## src/rtl/c80alu_pkg.sv

```systemverilog
`timescale 1ns / 1ps

package c80alu_pkg;

  typedef enum logic [4:0] {
    FN_ADD  = 5'd0,
    FN_ADC  = 5'd1,
    FN_SUB  = 5'd2,
    FN_SBB  = 5'd3,
    FN_AND  = 5'd4,
    FN_XOR  = 5'd5,
    FN_OR   = 5'd6,
    FN_CMP  = 5'd7,
    FN_INR  = 5'd8,
    FN_DCR  = 5'd9,
    FN_RLC  = 5'd10,
    FN_RRC  = 5'd11,
    FN_RAL  = 5'd12,
    FN_RAR  = 5'd13,
    FN_DAA  = 5'd14,
    FN_CMA  = 5'd15,
    FN_STC  = 5'd16,
    FN_CMC  = 5'd17,
    FN_DAD  = 5'd18,
    FN_LOAD = 5'd19
  } alu_func_t;

  typedef struct packed {
    logic s;
    logic z;
    logic ac;
    logic p;
    logic cy;
  } alu_flags_t;

  localparam logic [3:0] DAA_LO_LIMIT = 4'd9;
  localparam logic [3:0] DAA_HI_LIMIT = 4'd9;
  localparam logic [7:0] DAA_LO_ADJ   = 8'h06;
  localparam logic [7:0] DAA_HI_ADJ   = 8'h60;

  // even parity: 1 when the count of ones is even
  function automatic logic even_par(input logic [7:0] v);
    return ~^v;
  endfunction

endpackage

```

## src/rtl/cpu8080_alu_flags_top.sv

```systemverilog
`timescale 1ns / 1ps

// 8080-style ALU holding the accumulator and the five condition flags.
// Input channel: in_valid/in_stall with in_func, in_operand, in_write_acc,
// in_hl_value and in_pair_value; a beat is taken when in_valid is high and
// in_stall is low. Result channel: out_valid/out_stall with the new byte,
// the 16-bit dad sum and the five flags; a beat leaves when out_valid is
// high and out_stall is low.
// Path from input beat to result beat: input register, then the operation
// logic into the result register, which also updates the accumulator and
// flags. Throughput: one beat per cycle while out_stall is low, set by the
// single pass through the adder and flag logic from the input register.
// A stalled result holds in the result register while the input register
// still takes one more beat; in_stall rises only when both are full and
// the receiver stalls.
// Reset clears the accumulator, all flags and both valid bits; no beat is
// in flight afterwards.
module cpu8080_alu_flags_top (
  input  logic        clk,
  input  logic        rst_n,
  input  logic        in_valid,
  output logic        in_stall,
  input  logic [4:0]  in_func,
  input  logic [7:0]  in_operand,
  input  logic        in_write_acc,
  input  logic [15:0] in_hl_value,
  input  logic [15:0] in_pair_value,
  output logic        out_valid,
  input  logic        out_stall,
  output logic [7:0]  out_byte_result,
  output logic [15:0] out_wide_result,
  output logic        out_sign_flag,
  output logic        out_zero_flag,
  output logic        out_aux_carry_flag,
  output logic        out_parity_flag,
  output logic        out_carry_flag
);
  import c80alu_pkg::*;

  logic        s1_vld_r, s1_vld_nxt;
  logic [4:0]  s1_func_r;
  logic [7:0]  s1_op_r;
  logic        s1_wr_r;
  logic [15:0] s1_hl_r;
  logic [15:0] s1_pair_r;

  logic        out_vld_r;
  logic [7:0]  out_byte_r, byte_nxt;
  logic [15:0] out_wide_r, wide_nxt;

  logic [7:0]  acc_r, acc_nxt;
  alu_flags_t  flg_r, flg_nxt;

  logic        adv;
  logic        in_take;
  logic        fire;

  logic        sub_op;
  logic [7:0]  add_b;
  logic        add_cin;
  logic [8:0]  sum9;
  logic [4:0]  lo5;
  logic [7:0]  incdec;
  logic [16:0] sum17;
  logic [7:0]  daa1;
  logic [8:0]  daa2;
  logic        daa_lo;
  logic        daa_hi;

  assign adv      = ~out_vld_r | ~out_stall;
  assign in_stall = s1_vld_r & ~adv;
  assign in_take  = in_valid & ~in_stall;
  assign fire     = s1_vld_r & adv;

  assign s1_vld_nxt = in_take | (s1_vld_r & ~adv);

  // shared 8-bit adder for add, adc, sub, sbb and cmp
  always_comb begin
    sub_op  = 1'b0;
    add_cin = 1'b0;
    case (s1_func_r)
      FN_ADC: add_cin = flg_r.cy;
      FN_SUB, FN_CMP: begin
        sub_op  = 1'b1;
        add_cin = 1'b1;
      end
      FN_SBB: begin
        sub_op  = 1'b1;
        add_cin = ~flg_r.cy;
      end
      default: begin
        sub_op  = 1'b0;
        add_cin = 1'b0;
      end
    endcase
  end

  assign add_b  = sub_op ? ~s1_op_r : s1_op_r;
  assign sum9   = {1'b0, acc_r} + {1'b0, add_b} + {8'd0, add_cin};
  assign lo5    = {1'b0, acc_r[3:0]} + {1'b0, add_b[3:0]} + {4'd0, add_cin};
  assign incdec = (s1_func_r == FN_INR) ? s1_op_r + 8'd1 : s1_op_r + 8'hFF;
  assign sum17  = {1'b0, s1_hl_r} + {1'b0, s1_pair_r};

  assign daa_lo = (acc_r[3:0] > DAA_LO_LIMIT) | flg_r.ac;
  assign daa1   = daa_lo ? acc_r + DAA_LO_ADJ : acc_r;
  assign daa_hi = (daa1[7:4] > DAA_HI_LIMIT) | flg_r.cy;
  assign daa2   = daa_hi ? {1'b0, daa1} + {1'b0, DAA_HI_ADJ} : {1'b0, daa1};

  always_comb begin
    acc_nxt  = acc_r;
    flg_nxt  = flg_r;
    wide_nxt = '0;
    byte_nxt = acc_r;
    case (s1_func_r)
      FN_ADD, FN_ADC, FN_SUB, FN_SBB, FN_CMP: begin
        if (s1_func_r != FN_CMP) begin
          acc_nxt = sum9[7:0];
        end
        flg_nxt.ac = lo5[4];
        flg_nxt.cy = sub_op ? ~sum9[8] : sum9[8];
        flg_nxt.s  = sum9[7];
        flg_nxt.z  = (sum9[7:0] == 8'd0);
        flg_nxt.p  = even_par(sum9[7:0]);
      end
      FN_AND, FN_XOR, FN_OR: begin
        if (s1_func_r == FN_AND) begin
          acc_nxt = acc_r & s1_op_r;
        end else if (s1_func_r == FN_XOR) begin
          acc_nxt = acc_r ^ s1_op_r;
          flg_nxt.ac = 1'b0;
        end else begin
          acc_nxt = acc_r | s1_op_r;
          flg_nxt.ac = 1'b0;
        end
        flg_nxt.cy = 1'b0;
        flg_nxt.s  = acc_nxt[7];
        flg_nxt.z  = (acc_nxt == 8'd0);
        flg_nxt.p  = even_par(acc_nxt);
      end
      FN_INR, FN_DCR: begin
        flg_nxt.ac = (s1_func_r == FN_INR) ? (s1_op_r[3:0] == 4'hF)
                                           : (s1_op_r[3:0] != 4'h0);
        flg_nxt.s  = incdec[7];
        flg_nxt.z  = (incdec == 8'd0);
        flg_nxt.p  = even_par(incdec);
        if (s1_wr_r) begin
          acc_nxt = incdec;
        end
      end
      FN_RLC: begin
        flg_nxt.cy = acc_r[7];
        acc_nxt    = {acc_r[6:0], acc_r[7]};
      end
      FN_RRC: begin
        flg_nxt.cy = acc_r[0];
        acc_nxt    = {acc_r[0], acc_r[7:1]};
      end
      FN_RAL: begin
        flg_nxt.cy = acc_r[7];
        acc_nxt    = {acc_r[6:0], flg_r.cy};
      end
      FN_RAR: begin
        flg_nxt.cy = acc_r[0];
        acc_nxt    = {flg_r.cy, acc_r[7:1]};
      end
      FN_DAA: begin
        flg_nxt.ac = daa_lo & ({1'b0, acc_r[3:0]} + 5'd6 > 5'd15);
        // carry only ever set here, never cleared
        if (daa2[8]) begin
          flg_nxt.cy = 1'b1;
        end
        acc_nxt   = daa2[7:0];
        flg_nxt.s = daa2[7];
        flg_nxt.z = (daa2[7:0] == 8'd0);
        flg_nxt.p = even_par(daa2[7:0]);
      end
      FN_CMA:  acc_nxt = ~acc_r;
      FN_STC:  flg_nxt.cy = 1'b1;
      FN_CMC:  flg_nxt.cy = ~flg_r.cy;
      FN_DAD: begin
        flg_nxt.cy = sum17[16];
        wide_nxt   = sum17[15:0];
      end
      FN_LOAD: acc_nxt = s1_op_r;
      default: acc_nxt = acc_r;
    endcase
    byte_nxt = (s1_func_r == FN_INR || s1_func_r == FN_DCR) ? incdec : acc_nxt;
  end

  always_ff @(posedge clk) begin
    if (!rst_n) begin
      s1_vld_r  <= 1'b0;
      out_vld_r <= 1'b0;
      acc_r     <= '0;
      flg_r     <= '0;
    end else begin
      s1_vld_r <= s1_vld_nxt;
      if (adv) begin
        out_vld_r <= s1_vld_r;
      end
      if (fire) begin
        acc_r <= acc_nxt;
        flg_r <= flg_nxt;
      end
    end
  end

  always_ff @(posedge clk) begin
    if (in_take) begin
      s1_func_r <= in_func;
      s1_op_r   <= in_operand;
      s1_wr_r   <= in_write_acc;
      s1_hl_r   <= in_hl_value;
      s1_pair_r <= in_pair_value;
    end
    if (fire) begin
      out_byte_r <= byte_nxt;
      out_wide_r <= wide_nxt;
    end
  end

  assign out_valid          = out_vld_r;
  assign out_byte_result    = out_byte_r;
  assign out_wide_result    = out_wide_r;
  assign out_sign_flag      = flg_r.s;
  assign out_zero_flag      = flg_r.z;
  assign out_aux_carry_flag = flg_r.ac;
  assign out_parity_flag    = flg_r.p;
  assign out_carry_flag     = flg_r.cy;

  // result byte mirrors the accumulator except for inr and dcr
  a_byte_is_acc: assert property (@(posedge clk) disable iff (!rst_n)
    (fire && s1_func_r != FN_INR && s1_func_r != FN_DCR) |=> (out_byte_r == acc_r))
    else $error("result byte differs from accumulator");

  // a held input beat is never dropped while the result side is blocked
  a_s1_hold: assert property (@(posedge clk) disable iff (!rst_n)
    (s1_vld_r && !adv) |=> s1_vld_r)
    else $error("input register lost a beat under stall");

  // dad sum appears only for a dad beat
  a_wide_zero: assert property (@(posedge clk) disable iff (!rst_n)
    (fire && s1_func_r != FN_DAD) |=> (out_wide_r == 16'd0))
    else $error("wide result set by a non-dad beat");

endmodule
```

## config.mk

```make
export PLATFORM = sky130hd
export DESIGN_NAME = cpu8080_alu_flags_top
export DESIGN_NICKNAME = d
export VERILOG_FILES = /design/src/rtl/c80alu_pkg.sv /design/src/rtl/cpu8080_alu_flags_top.sv
export SDC_FILE = /design/constraint.sdc
export NUM_CORES = 1
export LEC_CHECK = 0
export BUFFER_PORTS_ARGS = -buffer_cell sky130_fd_sc_hd__buf_2
export CORE_UTILIZATION = 59
export DETAILED_ROUTE_END_ITERATION = 16
export GPL_TIMING_DRIVEN = 0
export PLACE_DENSITY_LB_ADDON = 0.2
export SLEW_MARGIN = 20
export SYNTH_ARGS = -nofsm -noshare
export SYNTH_HDL_FRONTEND = slang
export SYNTH_SLANG_ARGS = --single-unit
```

## constraint.sdc

```tcl
create_clock -name clk -period 10.35 [get_ports clk]
set_input_delay 1.5525 -clock clk [delete_from_list [all_inputs] [get_ports clk]]
set_output_delay 1.5525 -clock clk [all_outputs]
set_load 0.01 [all_outputs]
```

== Word level (Yosys, flattened, before mapping) ==
Cells that the tools add are included.
Word-level totals
  bits in registers: 85
  bits of input ports: 50
  output and inout bits: 31
Operators by class
  bitwise logic cells: 19
  eq/ne operators: 23
  reduce and logical (&&, ||, !) cells: 23
  magnitude comparators: 3
  $add $sub $neg: 10
  multiplexer cells: 19
Operators by type and width (number)
  8-bit one-hot mux with 10 select lines: 1
  8-bit 2-to-1 mux: 9
  5-bit by 4-bit == test with 1-bit output, second input constant: 8
  8-bit zero test: 4
  8-bit XNOR reduction: 4
  5-bit by 3-bit == test with 1-bit output, second input constant: 4
  5-bit == test, second input constant: 4
  16-bit by 16-bit adder with 17-bit output: 1
  8-bit NOT: 2
  4-bit one-hot mux with 4 select lines: 1
  5-bit by 2-bit == test with 1-bit output, second input constant: 2
  8-bit by 7-bit adder with 9-bit output, second input constant: 1
  8-bit by 8-bit adder with 9-bit output: 1
  9-bit by 1-bit adder with 9-bit output: 1
  9-bit 2-to-1 mux: 1
  8-bit by 1-bit adder with 8-bit output, second input constant: 1
  8-bit by 3-bit adder with 8-bit output, second input constant: 1
  8-bit adder, second input constant: 1
  8-bit AND: 1
  4-bit greater-than comparator, second input constant: 2
  8-bit bitwise OR: 1
  1-bit one-hot mux with 8 select lines: 1
  4-bit nonzero test: 2
  8-bit nonzero test: 1
  21 further kinds: 42

== Longest topological paths before layout ==
  word-level depth: 9
  mapped depth: 19
  mapped depth without buffers: 17

== Worst setup path before layout ==
OpenSTA, ideal clock, no wires.
  path kind: input-to-reg
  start: in out_stall
  end: reg s1_func_r[0] (enable)
  slack: 6.042 ns
  path buffers: 0
  data arrival time: 3.853 ns
  cell stages on the path: 2
  data required time: 9.895 ns
  cell sequence: and3_1 nor2b_1
On the way
  word-level cells in the longest chain between the ends: 6
RTL lines
  start: declaration: line cpu8080_alu_flags_top.sv:29  | input logic out_stall,
  1-bit NOT: line cpu8080_alu_flags_top.sv:70  | assign adv = ~out_vld_r | ~out_stall;
  1-bit bitwise OR: line cpu8080_alu_flags_top.sv:70
  1-bit NOT: line cpu8080_alu_flags_top.sv:71  | assign in_stall = s1_vld_r & ~adv;
  1-bit AND: line cpu8080_alu_flags_top.sv:71
  1-bit NOT: line cpu8080_alu_flags_top.sv:72  | assign in_take = in_valid & ~in_stall;
  1-bit AND: line cpu8080_alu_flags_top.sv:72
  named net in_take: line cpu8080_alu_flags_top.sv:55  | logic in_take;
  end signal: assignment: line cpu8080_alu_flags_top.sv:210  | s1_func_r <= in_func;
  end: declaration: line cpu8080_alu_flags_top.sv:41  | logic [4:0] s1_func_r;
The timed path passes the listed nets, and every way through them passes these cells.
A chain may end at the register's enable or synchronous reset.

== Worst setup path in the final report ==
  start: reg s1_func_r[3]
  end: reg flg_r, in the netlist out_parity_flag
On the way
  word-level cells in the longest chain between the ends: 8
  elaborated cells on any way between the ends: 31
  those cells by class: 2 x add/sub; 10 x eq/ne; 8 x mux; 11 x reduce/logical
RTL lines
  5-bit by 2-bit == test with 1-bit output or 5-bit by 3-bit == test with 1-bit output (tied branches): line cpu8080_alu_flags_top.sv:81, cpu8080_alu_flags_top.sv:114
  3-bit OR reduction (no line)
  1-bit 2-to-1 mux: line cpu8080_alu_flags_top.sv:81  | case (s1_func_r)
  8-bit 2-to-1 mux: line cpu8080_alu_flags_top.sv:98  | assign add_b = sub_op ? ~s1_op_r : s1_op_r;
  8-bit by 8-bit adder with 9-bit output: line cpu8080_alu_flags_top.sv:99  | assign sum9 = {1'b0, acc_r} + {1'b0, add_b} + {8'd0, add_cin};
  9-bit by 1-bit adder with 9-bit output: line cpu8080_alu_flags_top.sv:99
  8-bit XNOR reduction: line c80alu_pkg.sv:43  | return ~^v;
  4-bit one-hot mux with 4 select lines: line cpu8080_alu_flags_top.sv:114  | case (s1_func_r)
  end signal: assignment: line cpu8080_alu_flags_top.sv:203  | flg_r <= flg_nxt;
  end: declaration: line cpu8080_alu_flags_top.sv:52  | alu_flags_t flg_r, flg_nxt;
Several ways; a longest one is shown, not always the timed one. The select of a mux whose other input is x is not followed.

==> impl_metrics.env <==
export IMPL_switchingPower_w=0.000324
export IMPL_ys_types=84
export IMPL_dr_pass1_iters=5
export IMPL_drv_cap=0
export IMPL_power_leakage_nw=2.97
export IMPL_syn_area_sq_um=6640
export IMPL_end_kind="flop"
export IMPL_core_area_sq_um=10900
export IMPL_status="finished, final reports clean"
export IMPL_internal_power_w=0.000603
export IMPL_synthToLayoutAreaGrowth_pct=11.8
export IMPL_hpwl_mm=15.3
export IMPL_io_pins=81
export IMPL_final_max_slew_viol_count=0
export IMPL_path_buf_inv=3
export IMPL_nNetsFinal=897
export IMPL_final_cell_mix="97 x buf_2, 70 x edfxtp_1, 63 x ha_1"
export IMPL_cp_data_required_time_ns=10.64
export IMPL_n_antenna_cell=0
export IMPL_yosys_area_top_type="edfxtp_1"
export IMPL_synth_flop_cell="edfxtp_1"
export IMPL_post_cts_buffers=0
export IMPL_path_cells="buf_2 > buf_2 > nor2_1 > o211ai_1 > buf_2 > xnor2_1 > fa_1 > fa_1 > nor2b_1 > o211ai_1 > a21boi_0 > o21ai_0 > o21ai_0 > ha_1 > xor2_1 > xnor2_1 > nor2_1 > a211oi_1 > a21oi_1"
export IMPL_vias=6078
export IMPL_tritoncts="built"
export IMPL_cts_made_buffers=9
export IMPL_route_detailed_drc=0
export IMPL_cts_hold_buffers=0
export IMPL_synth_edf_count=70
export IMPL_syn_instance_count=688
export IMPL_root_buffer="clkbuf_8"
export IMPL_final_common_cell="buf_2"
export IMPL_vias_per_cell=6.57
export IMPL_synth_fp_nets=805
export IMPL_wl_mm=20.6
export IMPL_clkLatencyLatePin_ns=0.40
export IMPL_p_per_area_nw_per_um2=125
export IMPL_ys_top_cells_by_area="edfxtp_1 32%, ha_1 12%, dfxtp_1 4.5%"
export IMPL_grt_max_degree=34
export IMPL_dieArea_sq_um=11700
export IMPL_first_global_vias=5802
export IMPL_drive_above_1_share=0.199
export IMPL_place_ws_ns=5.43
export IMPL_ir_worst_vdd_v=0.000107
export IMPL_drtIter0Drc=821
export IMPL_routedWlPerCell_um=22.2
export IMPL_async_flop_share=0
export IMPL_die_w_um=108
export IMPL_final_setup_worst_slack_ns=5.38
export IMPL_antenna_found_initial=0
export IMPL_cp_max_fo=10
export IMPL_cts_resized=0
export IMPL_rsz0062_at_grt="no"
export IMPL_cts_buffer_depth=2
export IMPL_hold_class="reg -> reg"
export IMPL_critPathArrivalTime_ns=5.26
export IMPL_seq_area_frac_synth=0.362
export IMPL_num_rows=38
export IMPL_initial_utilization=0.610
export IMPL_final_hold_violation_count=0
export IMPL_crit_slowest_cell="nor2_1"
export IMPL_ys_ff_latch=85
export IMPL_skew_ns=0.0247
export IMPL_finalPower_w=0.000927
export IMPL_netSwitchingFraction=0.350
export IMPL_setup_viol=0
export IMPL_clk_pin_slew_ns=0.11
export IMPL_ant_nets=0
export IMPL_grt_pass1_wl_mm=31.3
export IMPL_power_frac_comb=0.315
export IMPL_fmax_mhz=201
export IMPL_crit_path_frequent_cell="buf_2"
export IMPL_synth_top_area_share=0.317
export IMPL_tns_ns=0
export IMPL_pwr_share_seq=0.438
export IMPL_timing_worst_setup_path_type="reg -> reg"
export IMPL_grt_usage=0.368
export IMPL_path_delay_family="compound AO/OA/AOI/OAI gates"
export IMPL_max_stage_delay_ns=0.52
export IMPL_period_share=0.480
export IMPL_worstMarginPinSlew_ns=0.783
export IMPL_relSlewSlack=0.477
export IMPL_synth_warnings=0
export IMPL_cts_sinks=85
export IMPL_die_y_um=108
export IMPL_p_clk_frac=0.247
export IMPL_cp_start_kind="flop"
export IMPL_htree_levels=3
export IMPL_period_minus_slack_ns=4.97
export IMPL_avgSynthCellArea_sq_um=9.65
export IMPL_gr_total_overflow=0
export IMPL_port_buffer_count=80
export IMPL_gp_congestion=1.07
## stage by stage
stage | cells | cell area [sq um] | hold WS, ns | utilization
6_report | 925 | 7420 | 0.499 | 0.682
5_1_grt | 925 | 7420 | 0.520 | 0.682
4_1_cts | 925 | 7420 | 0.498 | 0.682
3_5_place_dp | 909 | 7240 | 0.479 | 0.665
3_3_place_gp | 908 | 7210 | 0.457 | 0.663
2_1_floorplan | 688 | 6640 | 0.450 | -
## path summary, 6_finish.rpt
| path | start | endpoint | slack, ns | cells after the start |
|---|---|---|---|---|
| worst max-delay path | s1_func_r[3] | out_parity_flag | 5.38 | 19 |
| worst min-delay path | out_sign_flag | out_sign_flag | 0.50 | 2 |
| worst max register to register | s1_func_r[3] | out_parity_flag | 5.38 | 19 |
| worst min register to register | out_sign_flag | out_sign_flag | 0.50 | 2 |
## state kept, by name (all words and copies together), names as in the netlist, 5 cells and up
register and cells:
acc_r 8, out_byte_result 8, out_wide_result 16, s1_func_r 5, s1_hl_r 16, s1_op_r 8
s1_pair_r 16
## routing by layer
metal	GRT usage	part of all wire	vias up
li1	-	-	2750
met4	0.257	0.072	0
met1	0.434	0.38	2820
met2	0.590	0.46	399
met5	0	0	-
met3	0.0886	0.095	109
## power groups by stage
stage | Clock (W) | Combinational (W) | Sequential, W
3_3_place_gp | 0 | 0.000274 | 0.000413
5_1_grt | 0.000241 | 0.000317 | 0.000408
2_1_floorplan | 0 | 0.000202 | 0.000412
4_1_cts | 0.000230 | 0.000285 | 0.000406
6_report | 0.000229 | 0.000292 | 0.000406
3_5_place_dp | 0 | 0.000283 | 0.000413
## cell families (layout without fill, tap and decap cells)
logic type,Yosys count,count (layout),synth area share
compound gates,205,205,0.213
flops,85,85,0.362
buf+inv,67,164,0.0445
simple gates,188,188,0.140
mux,24,24,0.0411
xor+xnor,52,52,0.0686
fa+ha+maj,67,67,0.131
## Yosys cell counts, types with 3 or more instances
cell type and count:
fa_1 4, edfxtp_1 70, o21a_1 4, ha_1 63, o211a_1 3, o21ai_0 40
a21oi_1 39, a211oi_1 7, mux2i_1 10, nor3_2 3, a31oi_1 8, o2bb2ai_1 4
nor2b_1 10, dfxtp_1 15, o211ai_1 11, buf_1 3, buf_4 4, a311oi_1 3
buf_2 17, nor2_1 62, and3_1 3, clkbuf_1 13, nand2_1 45, nand3_1 8
o311ai_0 3, xnor2_1 32, o22ai_1 14, o21ai_1 13, nand3b_1 5, a22oi_1 3
nor3_1 11, and2_1 4, xor2_1 20, nand2b_1 13, mux2_2 10, inv_2 5
nand4_1 7, o21ai_2 3, inv_1 24, a21o_1 11
## final cells by class
cell class              count  area (sq um)
clock inverters             7          57.6
well taps                 140           175
fillers                   874          3460
clock buffers               9           124
multi-input cells         536          3950
plain buffers              38           186
repair buffers             81           420
flip-flops and latches     85          2400
inverters                  29           109
## worst register-to-register path, cell delays in order, from the launching register on
cell	delay (ns)
edfxtp_1	0.40
buf_2	0.20
buf_2	0.20
nor2_1	0.52
o211ai_1	0.17
buf_2	0.29
xnor2_1	0.20
fa_1	0.47
fa_1	0.43
nor2b_1	0.19
o211ai_1	0.10
a21boi_0	0.29
o21ai_0	0.20
o21ai_0	0.20
ha_1	0.31
xor2_1	0.17
xnor2_1	0.17
nor2_1	0.06
a211oi_1	0.22
a21oi_1	0.10
Note: power is estimated with default switching activity, not from simulation.
